File: src/hw/rtl/ssht_pkg.sv
package ssht_pkg;

  // coordinate and derived widths
  localparam int CoordBits   = 20;
  localparam int DiffBits    = CoordBits + 1;
  localparam int ProdBits    = 2 * DiffBits;
  localparam int DotBits     = ProdBits + 1;
  localparam int DistBits    = 42;
  localparam int RadiusBits  = 19;
  localparam int R2Bits      = 2 * RadiusBits;
  localparam int TBits       = 16;
  localparam int TProdBits   = TBits + 1 + DiffBits;
  localparam int DivStages   = TBits;
  localparam int InDataBits  = 184;
  localparam int OutDataBits = 48;

  typedef logic signed [DiffBits-1:0] diff_t;

  // item carried through the divider stages
  typedef struct packed {
    diff_t [2:0]         d;
    diff_t [2:0]         l;
    logic [DistBits-1:0] rem;
    logic [DistBits-1:0] den;
    logic [TBits-1:0]    t;
    logic                mid;
    logic [DistBits-1:0] d2f;
  } div_item_t;

  // one restoring division step: one quotient bit
  function automatic div_item_t div_step(input div_item_t x);
    logic [DistBits:0] sh;
    div_item_t         y;
    y  = x;
    sh = {x.rem, 1'b0};
    if (sh >= {1'b0, x.den}) begin
      y.rem = DistBits'(sh - {1'b0, x.den});
      y.t   = {x.t[TBits-2:0], 1'b1};
    end else begin
      y.rem = sh[DistBits-1:0];
      y.t   = {x.t[TBits-2:0], 1'b0};
    end
    return y;
  endfunction

endpackage

File: src/hw/rtl/ssht_div.sv
module ssht_div import ssht_pkg::*; (
  input  logic      clk_i,
  input  logic      rst_ni,
  input  logic      in_valid_i,
  output logic      in_ready_o,
  input  div_item_t in_item_i,
  output logic      out_valid_o,
  input  logic      out_ready_i,
  output div_item_t out_item_o
);

  logic [DivStages-1:0] v_q;
  logic [DivStages-1:0] adv;
  div_item_t            st_q [DivStages];
  div_item_t            st_d [DivStages];

  // per-stage advance: a stage moves when it is empty or its successor moves
  always_comb begin
    for (int k = DivStages - 1; k >= 0; k--) begin
      if (k == DivStages - 1) begin
        adv[k] = !v_q[k] || out_ready_i;
      end else begin
        adv[k] = !v_q[k] || adv[k+1];
      end
    end
  end

  // one quotient bit per stage
  always_comb begin
    st_d[0] = div_step(in_item_i);
    for (int k = 1; k < DivStages; k++) begin
      st_d[k] = div_step(st_q[k-1]);
    end
  end

  // valid bits
  always_ff @(posedge clk_i or negedge rst_ni) begin
    if (!rst_ni) begin
      v_q <= '0;
    end else begin
      if (adv[0]) begin
        v_q[0] <= in_valid_i;
      end
      for (int k = 1; k < DivStages; k++) begin
        if (adv[k]) begin
          v_q[k] <= v_q[k-1];
        end
      end
    end
  end

  // payload
  always_ff @(posedge clk_i) begin
    for (int k = 0; k < DivStages; k++) begin
      if (adv[k]) begin
        st_q[k] <= st_d[k];
      end
    end
  end

  assign in_ready_o  = adv[0];
  assign out_valid_o = v_q[DivStages-1];
  assign out_item_o  = st_q[DivStages-1];

  // back-pressure only when every stage is full and the output stalls
  a_stall_full: assert property (@(posedge clk_i) disable iff (!rst_ni)
    !in_ready_o |-> ((&v_q) && !out_ready_i))
    else $error("divider stalled with an empty stage");

  // a stalled result item is not dropped
  a_hold: assert property (@(posedge clk_i) disable iff (!rst_ni)
    (out_valid_o && !out_ready_i) |=> out_valid_o)
    else $error("divider dropped an item");

  // the partial remainder stays below the divisor for interior projections
  a_rem: assert property (@(posedge clk_i) disable iff (!rst_ni)
    (out_valid_o && out_item_o.mid) |-> (out_item_o.rem < out_item_o.den))
    else $error("divider remainder out of range");

endmodule

File: config.mk
export PLATFORM = sky130hd
export DESIGN_NAME = ssht_div
export DESIGN_NICKNAME = d
export VERILOG_FILES = /design/src/hw/rtl/ssht_pkg.sv /design/src/hw/rtl/ssht_div.sv
export SDC_FILE = /design/constraint.sdc
export NUM_CORES = 2
export LEC_CHECK = 0
export ABC_CLOCK_PERIOD_IN_PS = 47400
export BUFFER_PORTS_ARGS = -buffer_cell sky130_fd_sc_hd__buf_4
export CAP_MARGIN = 20
export CORE_MARGIN = 2
export CORE_UTILIZATION = 30
export CTS_CLUSTER_DIAMETER = 150
export DETAILED_ROUTE_END_ITERATION = 10
export GPL_ROUTABILITY_DRIVEN = 0
export SETUP_SLACK_MARGIN = 0.02
export SYNTH_ARGS = -nofsm -noshare
export SYNTH_HDL_FRONTEND = slang
export SYNTH_MEMORY_MAX_BITS = 65536
export SYNTH_SLANG_ARGS = --single-unit
File: constraint.sdc
create_clock -name clk_i -period 47.4 [get_ports clk_i]
set_input_delay 9.48 -clock clk_i [delete_from_list [all_inputs] [get_ports clk_i]]
set_output_delay 9.48 -clock clk_i [all_outputs]
set_load 0.05 [all_outputs]
==> run_results.csv <==
group,metric,value,unit
synthesis,synth_area_per_cell,14.99,um^2
synthesis,yosysWarnings,0,
drt,drt_first_pass_iters,6,
global_route,grt_max_degree,118,
clock_network,post-cts-setup-buffer-count,0,
floorplanning,rows,279,
cells_and_area,fin_nets,13046,
setup_path,worst_path_largest_cell_delay,0.86,ns
drt,vias_per_cell,4.417,
setup_path,r2r_slack,39.53,ns
clock_network,clock_sink_count,4200,
synthesis,ys_types,106,
cells_and_area,final-seq-area,126000,um^2
floorplanning,ioPinCount,544,
global_route,grt_usage,11.14,%
floorplanning,start_util,30.05,%
timing,setup_violations,0,
clock_network,numCtsBuffers,418,
clock_network,cts_resized,0,
drt,drc,0,
timing,post-route-period-util,51.13,%
clock_network,cts_max_path_buffers,4,
timing,max_freq,0.04126,GHz
floorplanning,dieArea,583400,um^2
setup_path,crit_path_end,"in_ready_o",
power_and_ir_drop,total_power,0.01325,W
floorplanning,die_h,763.8,um
cells_and_area,drive_above_1_share,11.58,%
synthesis,async_flop_share,0.3810,%
status,status,"finished, final reports clean",
floorplanning,core,576300,um^2
global_route,first_global_vias,87297,
drt,vias,89069,
timing,period_minus_slack,24.24,ns
synthesis,dominantRegCellSynth,"edfxtp_1",
cells_and_area,area_growth,14.52,%
worst_hold_path,hold_class,"reg2reg",
clock_network,postCtsHoldBufs,0,
setup_path,worst_ep_arrival_time,14.76,ns
setup_path,cp_data_required_time,37.92,ns
cells_and_area,utilization,34.42,%
synthesis,synthesis.area,173200,um^2
setup_path,path_class,"in2out",
timing,hold_viol,0,
clock_network,clk-insertion-delay-late,1.01,ns
clock_network,cts_tree,"done",
setup_path,crit_top_cell,"buf_4",
synthesis,synth_cells,11552,
cells_and_area,finalNonFillerCells,20166,
timing,fin_setup_tns,0,ns
power_and_ir_drop,ir_drop,0.00005058,V
setup_path,worstReg2RegStart,"v_q[15]",
setup_path,crit_fanout,38,
synthesis,synth_edf_count,4184,
clock_network,clk_pin_slew,0.06,ns
placed_design,place_inst,19390,
global_route,use_met3,1.655,%
drt,routed_wl,337500,um
setup_path,cp-end-kind,"output pin",
setup_path,crit_path_start,"out_ready_i",
global_route,grtUsageMet2,18.11,%
timing,drv_slew,0,
synthesis,ys_seq_area_share,72.77,%
global_route,antenna_found_initial,14,
timing,timing.slew.headroom,21.90,%
timing,tightest_slew,1.171,ns
setup_path,slowest_stage,"nor2_1",
power_and_ir_drop,powerDensity,66.80,nW/um^2
timing,fin_skew,0.1063,ns
job,drv_cap,0,
setup_path,timing.rr.end,"st_q[0][450]",
timing,grt_setup_unrepaired,"false",
clock_network,h-tree-depth,5,
drt,drt_iter0_drc,7387,
drt,ant_nets,0,
synthesis,yosys_register_bits,4200,
clock_network,cts-root-buf,"clkbuf_16",
cells_and_area,nFillCells,54916,
setup_path,ff2ff_path_depth,14,
setup_path,path_cells,"buf_4 > nor2b_1 > nand2_4 > nor2_1 > and2_1 > and3_1 > and3_1 > nand3_4 > nor2_1 > nand4_1 > buf_4 > buf_4",
placed_design,dp_hpwl,229000,um
setup_path,start_kind,"input port",
power_and_ir_drop,p_leak,75.78,nW
global_route,grt_busiest_layer,"met2",
floorplanning,die_width,763.8,um
timing,holdWs,0.3191,ns
global_route,grt.overflow.total,0,
global_route,grt_use_met1,15.05,%
synthesis,syn_nets,12513,
drt,post_drt_wl_per_cell,16.73,um
cells_and_area,multi_input_area,41010,um^2
placed_design,port_buffers,527,
global_route,grt_pass1_wl,511200,um
[power breakdown]
group / total, W / leakage, nW / switching, W / internal, W
Combinational: 0.00428 / 25.7 / 0.00257 / 0.00171
Clock: 0.00321 / 6.50 / 0.00140 / 0.00181
Sequential: 0.00576 / 43.6 / 0.000429 / 0.00533
[through the flow]
stage	instance area, um^2	setup WS [ns]
6_report	198400	23.16
3_3_place_gp	184800	23.10
3_5_place_dp	184800	23.04
4_1_cts	198300	23.00
2_1_floorplan	173200	6.123
5_1_grt	198400	22.80
[cell usage in the layout (no fill, tap or decap), types with 347 or more instances in the layout]
| cell type | n |
|---|---|
| a21o_1 | 347 |
| a21oi_1 | 880 |
| buf_4 | 607 |
| clkbuf_16 | 419 |
| edfxtp_1 | 4184 |
| ha_1 | 672 |
| inv_1 | 859 |
| nand2_1 | 620 |
| nor2_1 | 583 |
| o21ai_0 | 570 |
[how the worst min path moves through the flow]
| stage | start | cells after the start | to | slack (ns) |
|---|---|---|---|---|
| final | st_q[0][2082] | 0 | st_q[1][199] | 0.32 |
| after detailed placement | st_q[0][755] | 0 | st_q[0][1024] | 0.40 |
| after floorplan | st_q[0][731] | 0 | st_q[0][1000] | 0.40 |
| after global routing | st_q[0][2082] | 0 | st_q[1][199] | 0.31 |
| after CTS | st_q[0][2082] | 0 | st_q[1][199] | 0.30 |
| after global placement | st_q[0][1859] | 0 | st_q[0][2128] | 0.40 |
[registers in the layout (all words and copies together), names as in the netlist]
signal,flops
v_q,16
st_q,4184
[kinds of logic (layout without fill, tap and decap cells)]
logic type | after synthesis | in the layout | share of synthesized area (%)
flip-flops | 4200 | 4200 | 72.77
AO/OA/AOI/OAI | 2462 | 2462 | 8.762
AND/OR/NAND/NOR | 2076 | 2076 | 5.654
buffers and inverters | 1372 | 2253 | 3.634
adder cells (fa/ha/maj) | 688 | 688 | 5.039
XOR/XNOR | 575 | 575 | 2.908
multiplexers | 179 | 179 | 1.233
other | 0 | 6 | 0
[cells in the mapped netlist (all sizes together) (101+ instances only)]
cell | n | area, um^2
ha | 672 | 8408
nand3 | 170 | 850.8
nand4 | 112 | 700.7
clkbuf | 165 | 619.3
a21o | 348 | 2613
edfxtp | 4184 | 125600
xnor2 | 327 | 2864
a21oi | 884 | 4439
xor2 | 248 | 2172
nand2 | 625 | 2346
nor2 | 583 | 2188
o21ai | 593 | 2979
mux2 | 170 | 2046
buf | 340 | 2420
nand2b | 116 | 725.7
o21bai | 101 | 762.0
inv | 866 | 3251
nor2b | 113 | 706.9
[final cells by class]
cell class,count,share of cell area (%)
diodes,6,0.007570
clock buffers,530,5.536
clock inverters,238,1.284
multi-input cells,5980,20.67
inverters,867,1.663
flip-flops and latches,4200,63.54
well taps,7727,4.874
repair buffers,618,2.416
[metal layers]
metal | part of all wire [%] | up-vias
met4 | 3.9 | 10
met1 | 46 | 42351
met3 | 4.3 | 612
met2 | 46 | 2082
met5 | 0.016 | -
li1 | - | 44014
[worst max-delay path, delay by kind of cell]
family | cells | cell delay, ns
and+or+nand+nor | 9 | 4.59
buffers and inverters | 3 | 0.62
No activity file was read; power rests on OpenSTA's default activity.
